### src/tpt_pkg.sv
// ----------------------------------------------------------------------------
// tpt_pkg: shared constants and types for the TLB page table translator
// Field widths, parameter defaults and the outcome codes of a result word.
// ----------------------------------------------------------------------------
package tpt_pkg;

  localparam int unsigned VA_W      = 16;
  localparam int unsigned OUTCOME_W = 2;
  localparam int unsigned COUNT_W   = 32;

  localparam int unsigned TLB_ENTRIES_DEF = 16;
  localparam int unsigned PAGE_COUNT_DEF  = 256;
  localparam int unsigned OFFSET_BITS_DEF = 8;

  typedef enum logic [OUTCOME_W-1:0] {
    OUT_TLB_HIT = 2'd0,
    OUT_PT_HIT  = 2'd1,
    OUT_FAULT   = 2'd2
  } outcome_t;

endpackage

### src/tpt_tlb.sv
// ----------------------------------------------------------------------------
// tpt_tlb: FIFO translation buffer
// Shift-register entries, newest in slot 0, with one indexed read port.
// ----------------------------------------------------------------------------
module tpt_tlb #(
  parameter int unsigned ENTRIES = 16,
  parameter int unsigned PAGE_W  = 8,
  parameter int unsigned FRAME_W = 8,
  parameter int unsigned IDX_W   = 4
) (
  input  logic               clk,
  input  logic               rst_n,
  input  logic [IDX_W-1:0]   rd_idx,
  output logic               rd_valid,
  output logic [PAGE_W-1:0]  rd_page,
  output logic [FRAME_W-1:0] rd_frame,
  input  logic               push,
  input  logic [PAGE_W-1:0]  push_page,
  input  logic [FRAME_W-1:0] push_frame
);

  logic [ENTRIES-1:0] valid_r;
  logic [PAGE_W-1:0]  page_r  [ENTRIES];
  logic [FRAME_W-1:0] frame_r [ENTRIES];

  // valid bits clear on reset; everything moves one slot older on a push
  always_ff @(posedge clk) begin
    if (!rst_n) begin
      valid_r <= '0;
    end else if (push) begin
      for (int i = ENTRIES - 1; i > 0; i--) begin
        valid_r[i] <= valid_r[i-1];
      end
      valid_r[0] <= 1'b1;
    end
  end

  always_ff @(posedge clk) begin
    if (push) begin
      for (int i = ENTRIES - 1; i > 0; i--) begin
        page_r[i]  <= page_r[i-1];
        frame_r[i] <= frame_r[i-1];
      end
      page_r[0]  <= push_page;
      frame_r[0] <= push_frame;
    end
  end

  assign rd_valid = valid_r[rd_idx];
  assign rd_page  = page_r[rd_idx];
  assign rd_frame = frame_r[rd_idx];

endmodule

### src/tpt_page_table.sv
// ----------------------------------------------------------------------------
// tpt_page_table: page table memory
// One valid bit and a frame per page, registered read, swept clear after reset.
// ----------------------------------------------------------------------------
module tpt_page_table #(
  parameter int unsigned PAGE_COUNT = 256,
  parameter int unsigned PAGE_W     = 8,
  parameter int unsigned FRAME_W    = 8
) (
  input  logic               clk,
  input  logic               rst_n,
  output logic               ready,
  input  logic               wr_en,
  input  logic [PAGE_W-1:0]  wr_addr,
  input  logic [FRAME_W-1:0] wr_frame,
  input  logic [PAGE_W-1:0]  rd_addr,
  output logic               rd_valid,
  output logic [FRAME_W-1:0] rd_frame
);

  logic [FRAME_W:0]  mem [PAGE_COUNT];
  logic [FRAME_W:0]  rd_data_r;
  logic              clearing_r;
  logic [PAGE_W-1:0] clr_addr_r;

  // walk every row once after reset, writing it invalid
  always_ff @(posedge clk) begin
    if (!rst_n) begin
      clearing_r <= 1'b1;
      clr_addr_r <= '0;
    end else if (clearing_r) begin
      clr_addr_r <= clr_addr_r + 1'b1;
      if (clr_addr_r == PAGE_W'(PAGE_COUNT - 1)) begin
        clearing_r <= 1'b0;
      end
    end
  end

  always_ff @(posedge clk) begin
    if (clearing_r) begin
      mem[clr_addr_r] <= '0;
    end else if (wr_en) begin
      mem[wr_addr] <= {1'b1, wr_frame};
    end
    rd_data_r <= mem[rd_addr];
  end

  assign ready    = !clearing_r;
  assign rd_valid = rd_data_r[FRAME_W];
  assign rd_frame = rd_data_r[FRAME_W-1:0];

endmodule

### src/tlb_page_table_translator.sv
// ----------------------------------------------------------------------------
// tlb_page_table_translator: TLB lookup with page table and demand paging
// Sequence: a TLB hit in slot k ends the scan at that slot; a miss scans every
//   slot and then takes the page table result, with a remainder reduction
//   first when PAGE_COUNT is smaller than the page space (none at the defaults).
// Throughput: a word is taken only in idle, after the last is done; the TLB
//   scan takes one entry per cycle through one compare. The receiver cannot stall.
// Reset: synchronous; the page table is swept clear row by row after reset,
//   and busy stays high until the cycle after the sweep ends.
// ----------------------------------------------------------------------------
module tlb_page_table_translator #(
  parameter int unsigned TLB_ENTRIES = tpt_pkg::TLB_ENTRIES_DEF,
  parameter int unsigned PAGE_COUNT  = tpt_pkg::PAGE_COUNT_DEF,
  parameter int unsigned OFFSET_BITS = tpt_pkg::OFFSET_BITS_DEF
) (
  input  logic                          clk,
  input  logic                          rst_n,
  input  logic                          start,
  output logic                          busy,
  input  logic [tpt_pkg::VA_W-1:0]      in_virtual_address,
  output logic                          out_valid,
  output logic [tpt_pkg::VA_W-1:0]      out_physical_address,
  output logic [tpt_pkg::OUTCOME_W-1:0] out_outcome,
  output logic [tpt_pkg::COUNT_W-1:0]   out_tlb_hit_total,
  output logic [tpt_pkg::COUNT_W-1:0]   out_fault_total
);

  localparam int unsigned VA_W     = tpt_pkg::VA_W;
  localparam int unsigned VPN_W    = VA_W - OFFSET_BITS;
  localparam int unsigned PAGE_W   = $clog2(PAGE_COUNT);
  localparam int unsigned FRAME_W  = (VPN_W > 0) ? VPN_W : 1;
  localparam int unsigned IDX_W    = (TLB_ENTRIES > 1) ? $clog2(TLB_ENTRIES) : 1;
  localparam int unsigned STEP_W   = 2;
  localparam int unsigned RED_LAST = 2;
  // scaled reciprocal of the page count; the quotient estimate is at most one low
  localparam int unsigned RECIP    = (1 << VA_W) / PAGE_COUNT;
  // page numbers wrap modulo PAGE_COUNT only when the address names more pages
  localparam bit          NEED_MOD = ((1 << VPN_W) > PAGE_COUNT);

  // sequencer states
  typedef enum logic [4:0] {
    ST_CLEAR  = 5'b00001,
    ST_IDLE   = 5'b00010,
    ST_REDUCE = 5'b00100,
    ST_SCAN   = 5'b01000,
    ST_TABLE  = 5'b10000
  } st_t;

  st_t                         state_r, state_nxt;
  logic [PAGE_W:0]             rem_r, rem_nxt;
  logic [VA_W-1:0]             vpn_r;
  logic [VA_W-1:0]             quo_r;
  logic [STEP_W-1:0]           step_r, step_nxt;
  logic [IDX_W-1:0]            idx_r, idx_nxt;
  logic [OFFSET_BITS-1:0]      offset_r;
  logic [FRAME_W-1:0]          next_free_r;
  logic [tpt_pkg::COUNT_W-1:0] hit_cnt_r, fault_cnt_r;
  logic                        out_valid_r;
  logic [VA_W-1:0]             out_pa_r;
  logic [tpt_pkg::OUTCOME_W-1:0] out_outcome_r;

  logic [PAGE_W-1:0]  page;
  logic [2*VA_W-1:0]  quo_prod, quo_back;
  logic [VA_W-1:0]    red_diff;
  logic [PAGE_W:0]    red_out;
  logic               tlb_rd_valid;
  logic [PAGE_W-1:0]  tlb_rd_page;
  logic [FRAME_W-1:0] tlb_rd_frame;
  logic               tlb_match;
  logic               pt_ready, pt_rd_valid;
  logic [FRAME_W-1:0] pt_rd_frame;

  logic               res_valid, push, pt_we, count_hit, count_fault;
  logic [FRAME_W-1:0] res_frame;
  tpt_pkg::outcome_t  res_outcome;

  assign page = rem_r[PAGE_W-1:0];

  // page-number modulo: estimate the quotient by reciprocal, back it out,
  // then fix the remainder with one compare and subtract
  assign quo_prod = {{VA_W{1'b0}}, vpn_r} * (2*VA_W)'(RECIP);
  assign quo_back = {{VA_W{1'b0}}, quo_r} * (2*VA_W)'(PAGE_COUNT);
  assign red_diff = vpn_r - quo_back[VA_W-1:0];
  assign red_out  = (rem_r >= (PAGE_W+1)'(PAGE_COUNT)) ?
                    rem_r - (PAGE_W+1)'(PAGE_COUNT) : rem_r;

  assign tlb_match = tlb_rd_valid && (tlb_rd_page == page);

  tpt_tlb #(
    .ENTRIES (TLB_ENTRIES),
    .PAGE_W  (PAGE_W),
    .FRAME_W (FRAME_W),
    .IDX_W   (IDX_W)
  ) u_tlb (
    .clk        (clk),
    .rst_n      (rst_n),
    .rd_idx     (idx_r),
    .rd_valid   (tlb_rd_valid),
    .rd_page    (tlb_rd_page),
    .rd_frame   (tlb_rd_frame),
    .push       (push),
    .push_page  (page),
    .push_frame (res_frame)
  );

  // the read address is the page register, so the registered data is ready
  // by the cycle after the scan ends
  tpt_page_table #(
    .PAGE_COUNT (PAGE_COUNT),
    .PAGE_W     (PAGE_W),
    .FRAME_W    (FRAME_W)
  ) u_page_table (
    .clk      (clk),
    .rst_n    (rst_n),
    .ready    (pt_ready),
    .wr_en    (pt_we),
    .wr_addr  (page),
    .wr_frame (next_free_r),
    .rd_addr  (page),
    .rd_valid (pt_rd_valid),
    .rd_frame (pt_rd_frame)
  );

  always_comb begin
    state_nxt   = state_r;
    rem_nxt     = rem_r;
    step_nxt    = step_r;
    idx_nxt     = idx_r;
    res_valid   = 1'b0;
    res_frame   = tlb_rd_frame;
    res_outcome = tpt_pkg::OUT_TLB_HIT;
    push        = 1'b0;
    pt_we       = 1'b0;
    count_hit   = 1'b0;
    count_fault = 1'b0;
    case (state_r)
      ST_CLEAR: begin
        // hold off input words until the page table sweep is done
        if (pt_ready) begin
          state_nxt = ST_IDLE;
        end
      end
      ST_IDLE: begin
        if (start) begin
          idx_nxt  = '0;
          step_nxt = STEP_W'(RED_LAST);
          if (NEED_MOD) begin
            rem_nxt   = '0;
            state_nxt = ST_REDUCE;
          end else begin
            rem_nxt   = (PAGE_W+1)'(in_virtual_address >> OFFSET_BITS);
            state_nxt = ST_SCAN;
          end
        end
      end
      ST_REDUCE: begin
        // wait for the quotient, take the raw remainder, then correct it
        step_nxt = step_r - 1'b1;
        if (step_r == STEP_W'(1)) begin
          rem_nxt = red_diff[PAGE_W:0];
        end else if (step_r == '0) begin
          rem_nxt   = red_out;
          state_nxt = ST_SCAN;
        end
      end
      ST_SCAN: begin
        // compare one TLB slot per cycle, newest first; first match wins
        if (tlb_match) begin
          res_valid = 1'b1;
          count_hit = 1'b1;
          state_nxt = ST_IDLE;
        end else if (idx_r == IDX_W'(TLB_ENTRIES - 1)) begin
          state_nxt = ST_TABLE;
        end else begin
          idx_nxt = idx_r + 1'b1;
        end
      end
      ST_TABLE: begin
        // TLB miss: take the page table entry, or map the page to a new frame
        res_valid = 1'b1;
        push      = 1'b1;
        state_nxt = ST_IDLE;
        if (pt_rd_valid) begin
          res_outcome = tpt_pkg::OUT_PT_HIT;
          res_frame   = pt_rd_frame;
        end else begin
          res_outcome = tpt_pkg::OUT_FAULT;
          res_frame   = next_free_r;
          pt_we       = 1'b1;
          count_fault = 1'b1;
        end
      end
      default: begin
        state_nxt = ST_IDLE;
      end
    endcase
  end

  // control state
  always_ff @(posedge clk) begin
    if (!rst_n) begin
      state_r     <= ST_CLEAR;
      out_valid_r <= 1'b0;
      next_free_r <= '0;
      hit_cnt_r   <= '0;
      fault_cnt_r <= '0;
    end else begin
      state_r     <= state_nxt;
      out_valid_r <= res_valid;
      if (count_hit && (hit_cnt_r != '1)) begin
        hit_cnt_r <= hit_cnt_r + 1'b1;
      end
      if (count_fault) begin
        // frames are handed out round-robin; a single frame stays at zero
        next_free_r <= (VPN_W > 0) ? next_free_r + 1'b1 : '0;
        if (fault_cnt_r != '1) begin
          fault_cnt_r <= fault_cnt_r + 1'b1;
        end
      end
    end
  end

  // datapath registers
  always_ff @(posedge clk) begin
    rem_r  <= rem_nxt;
    step_r <= step_nxt;
    idx_r  <= idx_nxt;
    quo_r  <= quo_prod[2*VA_W-1:VA_W];
    if (state_r == ST_IDLE && start) begin
      vpn_r    <= in_virtual_address >> OFFSET_BITS;
      offset_r <= in_virtual_address[OFFSET_BITS-1:0];
    end
    if (res_valid) begin
      out_pa_r      <= VA_W'({res_frame, offset_r});
      out_outcome_r <= res_outcome;
    end
  end

  assign busy                 = (state_r != ST_IDLE);
  assign out_valid            = out_valid_r;
  assign out_physical_address = out_pa_r;
  assign out_outcome          = out_outcome_r;
  assign out_tlb_hit_total    = hit_cnt_r;
  assign out_fault_total      = fault_cnt_r;

endmodule

### config.mk
export PLATFORM = sky130hd
export DESIGN_NAME = tlb_page_table_translator
export DESIGN_NICKNAME = d
export VERILOG_FILES = /design/src/tpt_pkg.sv /design/src/tpt_tlb.sv /design/src/tpt_page_table.sv /design/src/tlb_page_table_translator.sv
export SDC_FILE = /design/constraint.sdc
export NUM_CORES = 2
export LEC_CHECK = 0
export BUFFER_PORTS_ARGS = -buffer_cell sky130_fd_sc_hd__buf_2
export CORE_MARGIN = 10
export CORE_UTILIZATION = 60
export CTS_BUF_LIST = sky130_fd_sc_hd__clkbuf_16
export DETAILED_ROUTE_END_ITERATION = 12
export PLACE_DENSITY = 0.76
export SLEW_MARGIN = 20
export SYNTH_ARGS = -nofsm -noshare
export SYNTH_HDL_FRONTEND = slang
export SYNTH_SLANG_ARGS = --single-unit
### constraint.sdc
create_clock -name clk -period 22 [get_ports clk]
set_clock_uncertainty 0.2 [all_clocks]
set_input_delay 4.4 -clock clk [delete_from_list [all_inputs] [get_ports clk]]
set_output_delay 4.4 -clock clk [all_outputs]
set_load 0.1 [all_outputs]
After elaboration in Yosys (flattened, before gate mapping):

Memory sizes are Yosys's and may differ from the RTL's. A register that Yosys moved wholly into a read port is not among the register bits.
Cells that the tools add are included.

* input bits: 19
* output and inout bits: 84
* word-level logic and storage cells: 103
* bits in registers: 152
* memories kept: 3
* RAM bits: 2560

* reductions and logical operators: 12
* $add $sub $neg: 7
* equality and inequality tests: 21
* order comparisons: 2
* mux-type cells: 43

Memories
* u_page_table.mem: words 256, bits a word 9, rd ports 1, clocked after memory_dff 1, write ports 1, line tpt_page_table.sv:21 `logic [FRAME_W:0] mem [PAGE_COUNT];`
* u_tlb.frame_r: words 16, bits a word 8, rd ports 16, clocked after memory_dff 1, write ports 16, line tpt_tlb.sv:24 `logic [FRAME_W-1:0] frame_r [ENTRIES];`
* u_tlb.page_r: words 16, bits a word 8, rd ports 16, clocked after memory_dff 1, write ports 16, line tpt_tlb.sv:23 `logic [PAGE_W-1:0] page_r [ENTRIES];`

Operator list (number)
* 32-bit by 1-bit adder with 32-bit output (second input constant): 2
* 32-bit != test (second input constant): 2
* 9-bit 2-to-1 mux: 5
* 5-bit 2-to-1 mux: 6
* 8-bit 2-to-1 mux: 3
* 4-bit 2-to-1 mux: 5
* 5-bit one-hot mux with 4 select lines: 1
* 9-bit one-hot mux with 2 select lines: 1
* 8-bit by 1-bit adder with 8-bit output (second input constant): 2
* 1-bit 2-to-1 mux: 16
* 2-bit != test (second input constant): 6
* 9-bit >= comparator (second input constant): 1
* 3-bit != test (second input constant): 3
* 9-bit OR reduction: 1
* 9-bit subtractor (second input constant): 1
* 8-bit == test: 1
* 8-bit == test (second input constant): 1
* 4-bit one-hot mux with 2 select lines: 1
* 4-bit AND reduction: 2
* 5-bit by 1-bit == test with 1-bit output (second input constant): 1
* 5-bit by 2-bit == test with 1-bit output (second input constant): 1
* 5-bit by 3-bit == test with 1-bit output (second input constant): 1
* 5-bit by 4-bit == test with 1-bit output (second input constant): 1
* 5-bit == test (second input constant): 1
* 15 further kinds: 20

Depth between registers and ports, before layout:

* word-level depth: 7
* depth in mapped cells: 13
* gate-level depth less buffers: 10

Hierarchy:

From an unflattened synthesis, not the netlist that was laid out.

* cells, all modules: 5329
* area total of the unflattened synthesis: 105790.2 um^2

Modules (own cells, without submodules)
* tpt_page_table: area each 90210.3 um^2, sequential area each 69546.7 um^2, times used 1, cells an instance 4330
* tpt_tlb: area each 10289.9 um^2, sequential area each 8007.7 um^2, times used 1, cells an instance 452
* tlb_page_table_translator: area each 5290.1 um^2, sequential area each 2682.6 um^2, times used 1, cells an instance 547

Worst setup path before layout:

No wires, ideal clock.

* path type: reg2reg
* start: register state_r[1]
* end: memory u_page_table.mem[0][7] (netlist bit), data pin
* path slack: 11506 ps
* library setup time: 866 ps
* buffers on the path: 4
* arrival: 9428 ps
* cell stages (with the launch flop): 11
* clock period less this slack: 10494 ps
* data required time: 20934 ps
* cell sequence: dfxtp_1 > nor2_1 > nand3b_1 > clkinv_1 > nand2b_1 > clkbuf_1 > nor2_1 > clkbuf_1 > buf_1 > clkbuf_1 > and2_1

* word-level cells in the longest chain between the ends: 7

Ends and longest elaborated chain
* start: declaration: line tlb_page_table_translator.sv:49 `st_t state_r, state_nxt;`
* start signal: assignment: line tlb_page_table_translator.sv:208 `state_r <= state_nxt;`
* 5-bit == test: line tlb_page_table_translator.sv:136 `case (state_r)`
* 1-bit 2-to-1 mux: line tlb_page_table_translator.sv:136
* 1-bit 2-to-1 mux: line tpt_page_table.sv:42 `end else if (wr_en) begin`
* 1-bit 2-to-1 mux: line tpt_page_table.sv:40 `if (clearing_r) begin`
* 1-bit 2-to-1 mux (not written as such): line tpt_page_table.sv:43 `mem[wr_addr] <= {1'b1, wr_frame};`
* 9-bit OR reduction (no line)
* 9-bit 2-to-1 mux (no line)
* end: declaration: line tpt_page_table.sv:21

No other way between the ends.

Worst setup path after layout:

* start: register state_r[1]
* end: memory u_page_table.mem[109][5] (netlist bit) (enable)

* word-level cells in the longest chain between the ends: 7
* elaborated cells between the ends (all ways): 8
* classes of those cells: eq/ne: 1; mux: 6; reduce/logical: 1

Ends and longest elaborated chain (line)
* 5-bit == test (*): tlb_page_table_translator.sv:136
* 1-bit 2-to-1 mux (*): tlb_page_table_translator.sv:136
* 1-bit 2-to-1 mux (*): tpt_page_table.sv:42
* 1-bit 2-to-1 mux (*): tpt_page_table.sv:40
* 1-bit 2-to-1 mux (not written as such) (*): tpt_page_table.sv:43
* 9-bit OR reduction (no line)
* 8-bit 2-to-1 mux (no line) or 1-bit 2-to-1 mux (tied branches)

Mark *: on every way between the ends. The rest lies on a longest branch, timed or not.

==> metrics.txt <==
Iteration-0 DRC Markers=6747; static leakage=around 37 nW; DRC violations left=0; routability cong.=0.835; clock power share=0.451; post-route minimum period=~7.2 ns; Reg clk slew, reported paths=~0.06 ns; YS warnings=0; design area=between 100000 and 150000 sq um; Top FF cell, synth=edfxtp_1; post_cts resized=0; top cell family by delay on the critical path=simple AND/OR/NAND/NOR gates; register area=roughly 80000 sq um; # rows=~150; Multi-input gate area=between 20000 and 25000 sq um; Int Pwr=approximately 8.3 mW; actual slew at the worst max-slew pin=approximately 1.1 ns; RSZ-0062 raised after global routing=no; Sink Count=2713; syn avg cell area=22.3 sq um; worst rel slew slack=0.243; Net count, final=just under 5000; power per cell area=~88 nW/um^2; Final Hold Violating Endpoints=0; DP HPWL=roughly 140000 microns; Logic pwr share=0.007; Yosys cell types=50; filler cell count=around 10000; Hold WS=between 0.2 and 0.25 ns; antenna viol nets, final=0; Core ar.=174000 sq um; die width=between 400 and 500 microns; Post-synth EDFFs=between 2000 and 3000; post-synthesis sequential area ratio=0.766; DR WL/cell=about 34 microns; Crit. Startpoint=state_r[1]$_SDFFE_PN0P_; Mapped Cells=4709; Achievable Freq=approximately 140 MHz; Crit Path Max Fanout=roughly 120; TritonCTS clock tree=built; Hold Path Class=reg2reg; Inserted Clock Buffers=281; vias in the first global route=between 50000 and 60000; clk buf depth=4; first-pass GRT wire length=about 370000 microns; Yosys reg bits=between 2000 and 3000; mapped cell area=105000 sq um; period utilization=0.327; CP bufs+invs=4; hold depth=0; Net Sw Power=1.99 mW; Tot GR Track Use=0.260; Async SR Flop Fraction=0; FF-to-FF Start=state_r[1]$_SDFFE_PN0P_; total grt overflow=0; Flop pwr share=0.542; MaxCap Viol Count=0; Slew Viols, Final=0; post-CTS setup buffer count=0; CTS Hold Bufs=0; largest net degree at the start of global routing=around 170; port bufs=between 100 and 150; startpoint types=flip-flop; Via density=around 6.8; hold_sp=offset_r[7]$_DFFE_PP_; Post-Route WL=approximately 250000 microns; Crit path depth=12; synth-to-layout area growth=11.6%; Root Buffer Master=clkbuf_16; DIE AREA=between 150000 and 200000 sq um; Finished Core Util=0.673; die height=438 microns; Worst EP required=approximately 22 ns; DRT Pass-1 Iters=6; final setup violation count=0; CP endpoint kind=flip-flop; Top Ports=103; critical path cell sequence=nor2_1, nand3b_1, buf_4, inv_8, nand2b_1, nor2_4, buf_4, buf_6, nand3b_1, o21ai_1, nand2_1, nor2_1; Slowest Stage Delay on Critical Path=approximately 0.93 ns; worst path arrival time=around 7.5 ns; Sw Ratio=0.194; kind of critical path=reg2reg; layout cells sized above 1=0.280; setup TNS=0 ns; critical path's slowest cell=nor2_1; H-tree Lvls=5; Cell Area, Placed=between 100000 and 150000 sq um; starting density of the core=0.603; VDD IR max=around 60 uV; Syn Nets=~4700; initial antenna violation count=4; status=finished clean; total number of vias=between 50000 and 60000; worst skew pair latency=about 0.93 ns; cells on worst reg2reg path=12
[worst register-to-register path, delay by kind of cell, from the launching register on]
kind | cells | cell delay, ns
compound gates | 1 | 0.57
simple gates | 7 | 3.33
flops | 1 | 0.34
buf+inv | 4 | 2.38
[through the flow]
stage | total power, mW | worst slack, ns | std cells
floorplan | 5.73 | 11.51 | 4709
global placement | 5.75 | 14.80 | 6950
detailed placement | 5.76 | 14.61 | 6952
CTS | 10.3 | 14.52 | 7433
global route | 10.5 | 14.28 | 7436
finish | 10.3 | 14.80 | 7443
[sequential cells by signal, summed over array words and instances, names as in the netlist, 8 cells and up, named ones only]
signal,cells
u_tlb.frame_r,128
out_physical_address,16
u_tlb.page_r,128
out_tlb_hit_total,32
offset_r,8
u_page_table.mem,2304
u_page_table.clr_addr_r,8
u_tlb.valid_r,16
rem_r,8
u_page_table.rd_data_r,9
out_fault_total,32
next_free_r,8
[worst paths after layout]
kind / endpoint / slack, ns
worst max-delay path: u_page_table.mem[109][5]$_DFFE_PP_ / 14.80
worst min-delay path: out_physical_address[7]$_DFFE_PP_ / 0.23
worst max register to register: u_page_table.mem[109][5]$_DFFE_PP_ / 14.80
worst min register to register: out_physical_address[7]$_DFFE_PP_ / 0.23
[layer usage]
layer | wire length (microns) | up-vias | global-route usage
met2 | 120000 | 3264 | 0.405
met3 | 26500 | 515 | 0.0629
li1 | - | 20100 | -
met5 | 23 | - | 0
met1 | 93000 | 26700 | 0.366
met4 | 9570 | 4 | 0.0932
[placed cells by master, fill, tap and decap left out, types with 55 or more instances in the layout]
master	instances
edfxtp_1	2598
mux4_2	825
nor2_1	328
clkbuf_16	285
nand2_1	135
dfxtp_1	111
buf_2	102
inv_1	62
buf_4	60
clkinv_1	55
[synth_stat cells, types with 11 or more instances]
cell	n	share of area
edfxtp_1	2598	0.74
o21ai_0	25	0.0012
xnor2_1	22	0.0018
nand3_1	36	0.0017
buf_1	71	0.0025
xor2_1	32	0.0027
dfxtp_1	115	0.022
clkbuf_1	180	0.0064
mux2i_1	43	0.0041
a21oi_1	34	0.0016
inv_1	19	0.00068
and3_1	11	0.00066
and2_1	11	0.00066
nor4_1	16	0.00095
nand4_1	22	0.0013
nand2_1	143	0.0051
or3_1	11	0.00066
mux4_2	825	0.18
nor2_1	333	0.012
nand2b_1	29	0.0017
a22oi_1	19	0.0014
nor3_1	14	0.00067
[power groups by stage]
stage	sequential, mW	clock (mW)	combinational [mW]
after floorplan	5.69	0	0.0376
after global placement	5.69	0	0.0651
after detailed placement	5.69	0	0.0658
after CTS	5.58	4.69	0.0667
after global routing	5.58	4.88	0.0699
final	5.58	4.64	0.0672
[cell type report]
type / instances / share of cell area
inverters: 22 / 0.000770
clock buffers: 285 / 0.0609
well taps: 2325 / 0.0249
multi-input cells: 1710 / 0.201
repair buffers: 185 / 0.0116
diodes: 7 / 0.000150
clock inverters: 196 / 0.0146
flip-flops and latches: 2713 / 0.686
[kinds of logic (layout without fill, tap and decap cells)]
| kind of cell | after synthesis | after routing | synth area share |
|---|---|---|---|
| simple gates | 663 | 663 | 0.0282 |
| fa+ha+maj | 5 | 5 | 0.000597 |
| other cells | 0 | 7 | 0 |
| buf+inv | 286 | 688 | 0.0107 |
| compound gates | 112 | 112 | 0.00668 |
| xor+xnor | 54 | 54 | 0.00451 |
| flops | 2713 | 2713 | 0.766 |
| mux | 876 | 876 | 0.183 |
Power figures use the tool's default switching activity.
